==> config.mk <==
export PLATFORM = sky130hd
export DESIGN_NAME = arith_encoder_32bit_renorm_core
export DESIGN_NICKNAME = d
export VERILOG_FILES = /design/src/rtl/core/aer_pkg.sv /design/src/rtl/core/arith_encoder_32bit_renorm_core.sv /design/src/rtl/core/aer_ctrl.sv /design/src/rtl/core/aer_datapath.sv
export VERILOG_INCLUDE_DIRS = /design/src /design/src/rtl/core
export SDC_FILE = /design/constraint.sdc
export NUM_CORES = 2
export LEC_CHECK = 0
export BUFFER_PORTS_ARGS = -buffer_cell sky130_fd_sc_hd__buf_2
export CAP_MARGIN = 20
export CORE_UTILIZATION = 47
export CTS_BUF_LIST = sky130_fd_sc_hd__clkbuf_4 sky130_fd_sc_hd__clkbuf_8
export DETAILED_ROUTE_END_ITERATION = 10
export PLACE_DENSITY = 0.69
export SYNTH_ARGS = -nofsm -noshare
export SYNTH_HDL_FRONTEND = slang
export SYNTH_HIERARCHICAL = 1
export SYNTH_SLANG_ARGS = --single-unit
==> constraint.sdc <==
create_clock -name clk -period 11.1 [get_ports clk]
set_clock_uncertainty 0.15 [all_clocks]
set_input_delay 0.555 -clock clk [delete_from_list [all_inputs] [get_ports clk]]
set_output_delay 0.555 -clock clk [all_outputs]
set_load 0.05 [all_outputs]
==> src/rtl/core/arith_encoder_32bit_renorm_core_macros.svh <==
// ----------------------------------------------------------------------------
// Assertion macros for the arithmetic encoder core
// Clocked on clk, disabled while rst is high.
// ----------------------------------------------------------------------------
`ifndef ARITH_ENCODER_32BIT_RENORM_CORE_MACROS_SVH
`define ARITH_ENCODER_32BIT_RENORM_CORE_MACROS_SVH

// Check that cons holds in the same cycle as ante.
`define AER_ASSERT_SAME(lbl, ante, cons, msg) \
  lbl: assert property (@(posedge clk) disable iff (rst) (ante) |-> (cons)) \
    else $error(msg);

// Check that cons holds in the cycle after ante.
`define AER_ASSERT_NEXT(lbl, ante, cons, msg) \
  lbl: assert property (@(posedge clk) disable iff (rst) (ante) |=> (cons)) \
    else $error(msg);

`endif

==> src/rtl/core/aer_pkg.sv <==
// ----------------------------------------------------------------------------
// aer_pkg
// Shared constants and controller/datapath interface types.
// ----------------------------------------------------------------------------
package aer_pkg;

  localparam int unsigned FREQ_BITS_DEF     = 16;
  localparam int unsigned PENDING_WIDTH_DEF = 32;

  localparam int unsigned CUM_LOW_W  = 16;
  localparam int unsigned CUM_HIGH_W = 17;
  localparam int unsigned RANGE_W    = 32;
  localparam int unsigned RUN_W      = 32;
  localparam int unsigned PAD_W      = 3;

  localparam int unsigned S_TDATA_W = 40;
  localparam int unsigned M_TDATA_W = 40;

  // Item kinds carried on s_tuser
  typedef enum logic {
    KIND_ENCODE = 1'b0,
    KIND_FINISH = 1'b1
  } aer_kind_t;

  // Commands from the controller, at most one per cycle
  typedef struct packed {
    logic load;
    logic mul_hi;
    logic mul_lo;
    logic update;
    logic step;
    logic flush;
    logic finish;
  } aer_cmd_t;

  // Status back from the datapath
  typedef struct packed {
    logic enc_ok;
    logic emit;
    logic e3;
    logic hold_valid;
    logic out_free;
  } aer_sts_t;

endpackage

==> src/rtl/core/arith_encoder_32bit_renorm_core.sv <==
// ----------------------------------------------------------------------------
// arith_encoder_32bit_renorm_core
// Binary arithmetic encoder, 32-bit interval, pending-bit renormalisation.
// ----------------------------------------------------------------------------
// Input stream (s_*): one transfer per item. s_tuser selects the kind:
//   0 encode the symbol bounded by [cum_low, cum_high), 1 finish the stream.
// Output stream (m_*): one transfer per decided bit, carrying the bit, the
//   run of inverted bits that follows it and a saturation flag; m_tlast marks
//   the final result of an item. The finish result also carries the zero
//   padding needed to reach a byte boundary.
// Sequence: an encode item is accepted, uses the shared multiplier twice
//   (high bound, then low bound), updates the interval and runs the
//   renormalisation shifts (at most 18, underflow shifts included), then
//   closes the loop. The shift loop sets the rate. A finish item is accepted
//   and then builds its result once the output register is free. An encode
//   item with an empty interval is dropped in its acceptance cycle.
// Stalls: results go through a one-deep hold stage into the output register;
//   once both hold a result and m_tready is low, the shift loop waits at the
//   next decided bit, and no new item is accepted until the current one is done.
// Reset: rst (synchronous) returns the interval to [0, 0xFFFFFFFF], clears
//   the pending count, bit phase and flags and empties the output.
// ----------------------------------------------------------------------------
`include "arith_encoder_32bit_renorm_core_macros.svh"

module arith_encoder_32bit_renorm_core #(
  parameter int unsigned FREQ_BITS     = aer_pkg::FREQ_BITS_DEF,
  parameter int unsigned PENDING_WIDTH = aer_pkg::PENDING_WIDTH_DEF
) (
  input  logic                          clk,
  input  logic                          rst,
  input  logic                          s_tvalid,
  output logic                          s_tready,
  input  logic [aer_pkg::S_TDATA_W-1:0] s_tdata,  // cum_low[15:0], cum_high[32:16]
  input  logic                          s_tuser,  // kind[0]
  output logic                          m_tvalid,
  input  logic                          m_tready,
  output logic [aer_pkg::M_TDATA_W-1:0] m_tdata,  // bit_value[0], inverted_run[32:1],
                                                  // run_saturated[33], pad_zeros[36:34]
  output logic                          m_tlast   // last
);
  import aer_pkg::*;

  aer_cmd_t cmd;
  aer_sts_t sts;

  // Sequencer: holds the item state and issues at most one command per cycle
  aer_ctrl u_ctrl (
    .clk      (clk),
    .rst      (rst),
    .s_tvalid (s_tvalid),
    .s_tuser  (s_tuser),
    .s_tready (s_tready),
    .sts      (sts),
    .cmd      (cmd)
  );

  // Interval arithmetic, pending bits and the output register
  aer_datapath #(
    .FREQ_BITS     (FREQ_BITS),
    .PENDING_WIDTH (PENDING_WIDTH)
  ) u_datapath (
    .clk      (clk),
    .rst      (rst),
    .s_tdata  (s_tdata),
    .cmd      (cmd),
    .sts      (sts),
    .m_tready (m_tready),
    .m_tvalid (m_tvalid),
    .m_tdata  (m_tdata),
    .m_tlast  (m_tlast)
  );

  // A new decided bit never overwrites a held one that cannot leave
  `AER_ASSERT_SAME(a_no_overwrite, cmd.step && sts.emit && sts.hold_valid, sts.out_free, "held result overwritten")

  // Closing an item always presents a result marked last
  `AER_ASSERT_NEXT(a_close_last, cmd.flush || cmd.finish, m_tvalid && m_tlast, "closing result not marked last")

  // The sequencer issues at most one command per cycle
  `AER_ASSERT_SAME(a_one_cmd, 1'b1, $onehot0({cmd.load, cmd.mul_hi, cmd.mul_lo, cmd.update, cmd.step, cmd.flush, cmd.finish}), "more than one command")

  // A finish transfer keeps the input closed while its result is built
  `AER_ASSERT_NEXT(a_finish_busy, s_tvalid && s_tready && s_tuser, !s_tready, "input open after finish transfer")

endmodule

==> src/rtl/core/aer_ctrl.sv <==
// ----------------------------------------------------------------------------
// aer_ctrl
// Sequencer: accept, two multiplies, interval update, one shift per cycle unless the output stalls.
// ----------------------------------------------------------------------------
module aer_ctrl (
  input  logic             clk,
  input  logic             rst,
  input  logic             s_tvalid,
  input  logic             s_tuser,
  output logic             s_tready,
  input  aer_pkg::aer_sts_t sts,
  output aer_pkg::aer_cmd_t cmd
);
  import aer_pkg::*;

  localparam logic [2:0] ST_IDLE   = 3'd0;
  localparam logic [2:0] ST_MUL_HI = 3'd1;
  localparam logic [2:0] ST_MUL_LO = 3'd2;
  localparam logic [2:0] ST_UPDATE = 3'd3;
  localparam logic [2:0] ST_RENORM = 3'd4;
  localparam logic [2:0] ST_FINISH = 3'd5;

  logic [2:0] state;
  logic [2:0] state_next;

  assign s_tready = (state == ST_IDLE);

  always_comb begin
    cmd        = '0;
    state_next = state;
    case (state)
      ST_IDLE: begin
        if (s_tvalid) begin
          if (s_tuser == KIND_FINISH) begin
            state_next = ST_FINISH;
          end else if (sts.enc_ok) begin
            cmd.load   = 1'b1;
            state_next = ST_MUL_HI;
          end
        end
      end
      ST_MUL_HI: begin
        cmd.mul_hi = 1'b1;
        state_next = ST_MUL_LO;
      end
      ST_MUL_LO: begin
        cmd.mul_lo = 1'b1;
        state_next = ST_UPDATE;
      end
      ST_UPDATE: begin
        cmd.update = 1'b1;
        state_next = ST_RENORM;
      end
      ST_RENORM: begin
        if (sts.emit) begin
          // a held result must leave before a new one takes its place
          if (!sts.hold_valid || sts.out_free) begin
            cmd.step = 1'b1;
          end
        end else if (sts.e3) begin
          cmd.step = 1'b1;
        end else if (sts.hold_valid) begin
          if (sts.out_free) begin
            cmd.flush  = 1'b1;
            state_next = ST_IDLE;
          end
        end else begin
          state_next = ST_IDLE;
        end
      end
      ST_FINISH: begin
        if (sts.out_free) begin
          cmd.finish = 1'b1;
          state_next = ST_IDLE;
        end
      end
      default: begin
        state_next = ST_IDLE;
      end
    endcase
  end

  always_ff @(posedge clk) begin
    if (rst) begin
      state <= ST_IDLE;
    end else begin
      state <= state_next;
    end
  end

endmodule

==> src/rtl/core/aer_datapath.sv <==
// ----------------------------------------------------------------------------
// aer_datapath
// Interval registers, shared multiplier, pending count, result hold and output.
// ----------------------------------------------------------------------------
module aer_datapath #(
  parameter int unsigned FREQ_BITS     = aer_pkg::FREQ_BITS_DEF,
  parameter int unsigned PENDING_WIDTH = aer_pkg::PENDING_WIDTH_DEF
) (
  input  logic                           clk,
  input  logic                           rst,
  input  logic [aer_pkg::S_TDATA_W-1:0]  s_tdata,
  input  aer_pkg::aer_cmd_t              cmd,
  output aer_pkg::aer_sts_t              sts,
  input  logic                           m_tready,
  output logic                           m_tvalid,
  output logic [aer_pkg::M_TDATA_W-1:0]  m_tdata,
  output logic                           m_tlast
);
  import aer_pkg::*;

  localparam int unsigned SPAN_W = RANGE_W + 1;
  localparam int unsigned PROD_W = SPAN_W + FREQ_BITS + 1;
  localparam logic [PENDING_WIDTH-1:0] PEND_MAX = '1;
  localparam logic [FREQ_BITS:0]       FULL     = {1'b1, {FREQ_BITS{1'b0}}};

  // input decode
  logic [CUM_LOW_W-1:0]  in_clo;
  logic [CUM_HIGH_W-1:0] in_chi;
  logic [CUM_HIGH_W-1:0] full_ext;
  logic [CUM_HIGH_W-1:0] chi_clamp;

  // coder state
  logic [RANGE_W-1:0]       range_low;
  logic [RANGE_W-1:0]       range_high;
  logic [PENDING_WIDTH-1:0] pending_count;
  logic [PAD_W-1:0]         bit_phase;
  logic                     saturated_flag;

  // multiply operands and products
  logic [SPAN_W-1:0]    span;
  logic [FREQ_BITS-1:0] clo_q;
  logic [FREQ_BITS:0]   chi_q;
  logic [PROD_W-1:0]    mul_a;
  logic [PROD_W-1:0]    mul_b;
  logic [PROD_W-1:0]    mul_res;
  logic [PROD_W-1:0]    prod_hi;
  logic [PROD_W-1:0]    prod_lo;

  // held result and output register
  logic             hold_valid;
  logic             hold_bit;
  logic [RUN_W-1:0] hold_run;
  logic             hold_sat;
  logic             out_valid;
  logic             out_bit;
  logic [RUN_W-1:0] out_run;
  logic             out_sat;
  logic [PAD_W-1:0] out_pad;
  logic             out_last;

  logic                       e1, e2, e3, emit, out_free, push_hold;
  logic [PENDING_WIDTH+RUN_W-1:0] pend_ext;
  logic [RUN_W-1:0]           pend_run;
  logic                       pend_full;
  logic [PAD_W-1:0]           phase_emit;
  logic [PENDING_WIDTH-1:0]   fin_pend;
  logic [PENDING_WIDTH+RUN_W-1:0] fin_ext;
  logic [RUN_W-1:0]           fin_run;
  logic                       fin_sat;
  logic                       fin_bit;
  logic [PAD_W-1:0]           fin_phase;
  logic [PAD_W-1:0]           fin_pad;
  logic [RANGE_W-1:0]         high_upd;
  logic [RANGE_W-1:0]         low_upd;

  assign in_clo    = s_tdata[CUM_LOW_W-1:0];
  assign in_chi    = s_tdata[CUM_LOW_W +: CUM_HIGH_W];
  assign full_ext  = CUM_HIGH_W'(FULL);
  assign chi_clamp = (in_chi > full_ext) ? full_ext : in_chi;

  assign e1   = ~range_high[RANGE_W-1];
  assign e2   = range_low[RANGE_W-1];
  assign e3   = (range_low[RANGE_W-1 -: 2] == 2'b01) && (range_high[RANGE_W-1 -: 2] == 2'b10);
  assign emit = e1 | e2;

  assign out_free  = ~out_valid | m_tready;
  assign push_hold = (cmd.step & emit & hold_valid) | cmd.flush;

  assign sts.enc_ok     = {1'b0, in_clo} < chi_clamp;
  assign sts.emit       = emit;
  assign sts.e3         = e3;
  assign sts.hold_valid = hold_valid;
  assign sts.out_free   = out_free;

  // run lengths are reported modulo 2^32
  assign pend_ext   = {{RUN_W{1'b0}}, pending_count};
  assign pend_run   = pend_ext[RUN_W-1:0];
  assign pend_full  = (pending_count == PEND_MAX);
  assign phase_emit = bit_phase + PAD_W'(1) + pend_run[PAD_W-1:0];

  assign fin_pend  = pend_full ? PEND_MAX : pending_count + PENDING_WIDTH'(1);
  assign fin_ext   = {{RUN_W{1'b0}}, fin_pend};
  assign fin_run   = fin_ext[RUN_W-1:0];
  assign fin_sat   = saturated_flag | pend_full;
  assign fin_bit   = (range_low[RANGE_W-1 -: 2] != 2'b00);
  assign fin_phase = bit_phase + PAD_W'(1) + fin_run[PAD_W-1:0];
  assign fin_pad   = PAD_W'(0) - fin_phase;

  // one multiplier, high bound first
  assign mul_a   = PROD_W'(span);
  assign mul_b   = cmd.mul_hi ? PROD_W'(chi_q) : PROD_W'(clo_q);
  assign mul_res = mul_a * mul_b;

  assign high_upd = range_low - RANGE_W'(1) + prod_hi[FREQ_BITS +: RANGE_W];
  assign low_upd  = range_low + prod_lo[FREQ_BITS +: RANGE_W];

  assign m_tvalid = out_valid;
  assign m_tlast  = out_last;
  assign m_tdata  = {{(M_TDATA_W - RUN_W - PAD_W - 2){1'b0}},
                     out_pad, out_sat, out_run, out_bit};

  // control state
  always_ff @(posedge clk) begin
    if (rst) begin
      range_low      <= '0;
      range_high     <= '1;
      pending_count  <= '0;
      bit_phase      <= '0;
      saturated_flag <= 1'b0;
      hold_valid     <= 1'b0;
      out_valid      <= 1'b0;
    end else begin
      if (cmd.finish) begin
        range_low      <= '0;
        range_high     <= '1;
        pending_count  <= '0;
        bit_phase      <= '0;
        saturated_flag <= 1'b0;
      end else if (cmd.update) begin
        range_low  <= low_upd;
        range_high <= high_upd;
      end else if (cmd.step) begin
        if (emit) begin
          pending_count  <= '0;
          saturated_flag <= 1'b0;
          bit_phase      <= phase_emit;
          range_low      <= {range_low[RANGE_W-2:0], 1'b0};
          range_high     <= {range_high[RANGE_W-2:0], 1'b1};
        end else begin
          if (pend_full) begin
            saturated_flag <= 1'b1;
          end else begin
            pending_count <= pending_count + PENDING_WIDTH'(1);
          end
          range_low  <= {1'b0, range_low[RANGE_W-3:0], 1'b0};
          range_high <= {1'b1, range_high[RANGE_W-3:0], 1'b1};
        end
      end

      if (cmd.flush) begin
        hold_valid <= 1'b0;
      end else if (cmd.step && emit) begin
        hold_valid <= 1'b1;
      end

      if (push_hold || cmd.finish) begin
        out_valid <= 1'b1;
      end else if (m_tready) begin
        out_valid <= 1'b0;
      end
    end
  end

  // payload
  always_ff @(posedge clk) begin
    if (cmd.load) begin
      span  <= {1'b0, range_high} - {1'b0, range_low} + SPAN_W'(1);
      clo_q <= in_clo[FREQ_BITS-1:0];
      chi_q <= chi_clamp[FREQ_BITS:0];
    end
    if (cmd.mul_hi) begin
      prod_hi <= mul_res;
    end
    if (cmd.mul_lo) begin
      prod_lo <= mul_res;
    end
    if (cmd.step && emit) begin
      hold_bit <= e2;
      hold_run <= pend_run;
      hold_sat <= saturated_flag;
    end
    if (push_hold) begin
      out_bit  <= hold_bit;
      out_run  <= hold_run;
      out_sat  <= hold_sat;
      out_pad  <= '0;
      out_last <= cmd.flush;
    end else if (cmd.finish) begin
      out_bit  <= fin_bit;
      out_run  <= fin_run;
      out_sat  <= fin_sat;
      out_pad  <= fin_pad;
      out_last <= 1'b1;
    end
  end

endmodule
# After elaboration in Yosys (flattened, before gate mapping)
# Index checks and enable logic that the tools add are counted.
# totals
memories,0
mem_bits_rw,0
romBits,0
output_inout_bits,43
input_bits,45
latchBits,0
ff_bits,339
# classes
order_cmp,2
n_reduce_logical,17
n_shift,0
div,0
bitwise_logic,9
n_eq_ne,13
mul,1
n_addsub,10
mux,47
# ops
op,count
$mux W32,11
$add A32 B32 Y32,2
$mul A33 B17 Y48,1
$mux W17,2
$add A33 B1 Y33 const B,1
$sub A32 B32 Y33,1
$add A32 B1 Y32 const B,1
$eq A32 B32 Y1 const B,1
$sub A32 B1 Y32 const B,1
$mux W1,25
$mux W3,7
$pmux W3 S6,1
$gt A17 B17 Y1 const B,1
$lt A16 B17 Y1,1
$reduce_bool A2 Y1,5
$reduce_and A3 Y1,3
$add A3 B3 Y3,2
$eq A3 B2 Y1 const B,2
$eq A3 B3 Y1 const B,2
$ne A2 B2 Y1 const B,3
$or A1 B1 Y1,4
$reduce_and A4 Y1,1
$reduce_or A2 Y1,2
$add A3 B1 Y3 const B,1
other kinds (13),18

# Depth between registers and ports, before layout
# depth
word_depth,12
mapped_depth,32
depth_no_buf,29

# Hierarchy
# Netlist, hierarchy kept.
# by_module_without_submodules
module,cells_per_inst,area_per_inst_um2,n_inst
aer_datapath,3646,34312.9,1
aer_ctrl,34,257.7,1

# Least setup slack after synthesis
# Ideal clock, no wire load.
# synth_path
kind,reg-to-reg
from,register u_ctrl.state[1]
to,register u_datapath.prod_hi[45] (data pin)
arrival_ns,8.915
setup_time_ns,0.258
stages_incl_launch_ff,31
slack_ns,1.777
path_cell_list,dfxtp_1 nand2b_1 nor2_1 clkbuf_1 buf_1 mux2_2 clkbuf_1 and2_1 fa_1 inv_1 fa_1 inv_1 fa_1 fa_1 fa_1 inv_1 fa_1 inv_1 ha_1 and3_1 a211oi_1 o21ba_2 nand4b_1 a31oi_1 or4_1 nand3_1 a21boi_2 a41oi_2 o21ai_1 or3_1 and2_1
# synth_rtl
item,line_no,text
start: declaration,aer_ctrl.sv:23,logic [2:0] state;
start signal: assignment,aer_ctrl.sv:87,state <= state_next;
end signal: assignment,aer_datapath.sv:182,prod_hi <= mul_res;
end: declaration,aer_datapath.sv:46,logic [PROD_W-1:0] prod_hi;

==> flow_summary.ini <==
[critical_path]
crit_family = adder cells
worstPathRequired_ns = 11.36
cp_cell_sequence = nand2b_1, nor2_4, mux2_2, nand2_1, fa_1, fa_1, fa_1, inv_1, fa_1, fa_1, fa_1, ha_1, nand4_1, nor2_1, a211oi_2, a31o_2, a31oi_1, or4_1, nand3_1, a21boi_2, a41oi_2, o21ai_1, or3_1, and2_1
crit_buf_inv = 1
critPathCaptureType = flop
crit_slowest_cell = mux2_2
worstSetupPathType = reg2reg
critical_path.most_common_cell = fa_1
crit_arrival_ns = 9.35
cp_max_fo = 33
slowest_delay_ns = 0.91
cp-start-kind = flop

[sta]
finalCritPeriodShare_pct = 81.9
setup-tns-final_ns = 0
whs_ns = 0.0502
maxSlewHeadroom_pct = 34.3
tightest_slew_ns = 0.980
hold_violations = 0
fmax_mhz = 110
slew_viol_final = 0
min_period_ns = 9.09
setup_viol = 0
rsz0062_at_grt = no

[cells_and_area]
nFillCells = 6701
drive_gt1_share_pct = 6.72
area_growth_pct = 7.25
utilization_pct = 50.9
nNetsFinal = 4486
fin_cells = 4697

[synthesis]
synth_top_family_by_area = adder cells
synthXorXnorAreaFrac_pct = 3.62
synth_cell_types = 89
avgSynthCellArea_um2 = 9.39
yosys_register_bits = 307
synth.area.mux_share_pct = 1.56
ys_seq_area_share_pct = 23.5
synth_compound_area_share_pct = 9.95
yosys_warnings = 6
synthArstFlopShare_pct = 0
synthAdderAreaFrac_pct = 37.3
synth_edf_count = 199
yosys.area_share.simple_pct = 14.8
synthCells = 3680
synth_area_mm2 = 0.0346
ys.flop_type = edfxtp_1

[cts]
clock_path_buffers = 3
cts_tree = built
cts_buffers = 56
clkSinkCount = 307
clk_pin_slew_ns = 0.06
cts_root_buffer = clkbuf_8
clk_latency_ns = 0.67
cts_max_level = 2

[detailed_routing]
drtPass1Iterations = 6
drt_wl_total_mm = 80.0
drc = 0
viasPerCell = 5.37
vias = 25200
drt-initial-drc-count = 1404
wire_per_inst_um = 17.0
antenna_left = 0

[global_route]
antenna_found_initial = 1
grt_max_degree = 87
grt_usage_pct = 22.2
grt_pass1_wl_mm = 134
grt-ovfl-total = 0
grt_pass1_vias = 26400

[place]
hpwlAfterDp_mm = 58.2
io_buffers = 77
gp_congestion = 0.872
placed_cells = 4573

[die]
chipWidth_um = 273
die_area_mm2 = 0.0746
die_h_um = 273
top_level_ports = 88
fp-row-count = 99
core-area_mm2 = 0.0728
start_util_pct = 47.5

[flow_run]
cap_violations = 0

[worst_hold_path]
hold_class = in2reg

[run_status]
status = complete, no violations
synth_stat cells (46+ instances only):
library cell	number	area, um^2
clkbuf_1	133	499
fa_1	465	9310
a21o_1	71	533
edfxtp_1	199	5980
xor2_1	50	438
xnor2_1	93	815
nor2_1	152	571
inv_1	676	2540
and2_1	197	1230
o21ai_0	89	445
and3_1	46	288
a21oi_1	142	711
ha_1	287	3590
nand2_1	490	1840
dfxtp_1	108	2160
repair_timing:
| action | in CTS | in global routing |
|---|---|---|
| hold buffers | 17 | 0 |
| endpoints found under the hold margin | 19 | 0 |
| setup buffers | 0 | 0 |
| resized for setup | 0 | 0 |
worst paths after layout:
kind	from	end	slack, ns	cells past startpoint
min	s_tdata[32]	u_datapath/chi_q[16]	0.05	1
max	u_ctrl/state[1]	u_datapath/prod_lo[45]	2.01	24
max reg2reg	u_ctrl/state[1]	u_datapath/prod_lo[45]	2.01	24
min reg2reg	u_datapath/saturated_flag	u_datapath/hold_sat	0.31	0
metrics by stage:
step	worst slack [ns]	instance area (um^2)
3_5_place_dp	1.96	35700
5_1_grt	1.50	37100
2_1_floorplan	1.78	34600
4_1_cts	1.94	37100
3_3_place_gp	2.04	35700
6_report	2.01	37100
cell usage in the layout (no fill, tap or decap), types with 9 or more instances in the layout:
| cell type | n |
|---|---|
| a211oi_1 | 32 |
| a21o_1 | 71 |
| a21oi_1 | 141 |
| a31oi_1 | 28 |
| and2_1 | 197 |
| and3_1 | 46 |
| buf_2 | 77 |
| buf_4 | 14 |
| clkbuf_4 | 17 |
| clkbuf_8 | 61 |
| clkinv_1 | 15 |
| dfxtp_1 | 108 |
| dlygate4sd3_1 | 17 |
| edfxtp_1 | 199 |
| fa_1 | 465 |
| ha_1 | 287 |
| inv_1 | 676 |
| mux2_2 | 22 |
| mux2i_1 | 29 |
| nand2_1 | 490 |
| nand2b_1 | 19 |
| nand3_1 | 26 |
| nand4_1 | 17 |
| nor2_1 | 148 |
| nor2b_1 | 22 |
| nor3_1 | 28 |
| nor3b_1 | 18 |
| nor4_1 | 9 |
| o211a_1 | 19 |
| o211ai_1 | 29 |
| o21a_1 | 19 |
| o21ai_0 | 89 |
| or3_1 | 10 |
| xnor2_1 | 93 |
| xor2_1 | 50 |
state kept, by name (all words and copies together), names as in the netlist, 3 cells and up:
register               flops
u_datapath/hold_run       32
u_datapath/out_run        32
u_datapath/prod_lo        32
u_datapath/pend_run       32
u_datapath/clo_q          16
u_datapath/bit_phase       3
u_ctrl/state               3
u_datapath/span           33
u_datapath/range_low      32
u_datapath/chi_q          17
u_datapath/prod_hi        32
u_datapath/out_pad         3
u_datapath/range_high     32
per-layer routing:
| layer | GRT usage, % | share of wire, % | up-vias |
|---|---|---|---|
| met3 | 2.35 | 4.8 | 151 |
| met1 | 28.0 | 42 | 12600 |
| met2 | 39.8 | 51 | 649 |
| li1 | - | - | 11800 |
| met4 | 6.98 | 2.8 | 0 |
| met5 | 0 | 0 | - |
final cells by class:
class | count | area, um^2 | area share [%]
multi-input cells | 2539 | 23300 | 62.9
clock buffers | 78 | 967 | 2.61
well taps | 959 | 1200 | 3.24
flip-flops and latches | 307 | 8140 | 21.9
repair buffers | 109 | 681 | 1.84
diodes | 1 | 2.50 | 0.00675
clock inverters | 28 | 238 | 0.641
inverters | 676 | 2540 | 6.84
logic make-up after synthesis:
logic type,Yosys count
xor+xnor,143
buf+inv,836
other cells,1
mux,51
simple gates,1070
flops,307
fa+ha+maj,752
compound gates,520
Power is left out: the tool's default activity adds up to more than one toggle a clock period on the data nets, which glitch-free logic cannot reach.
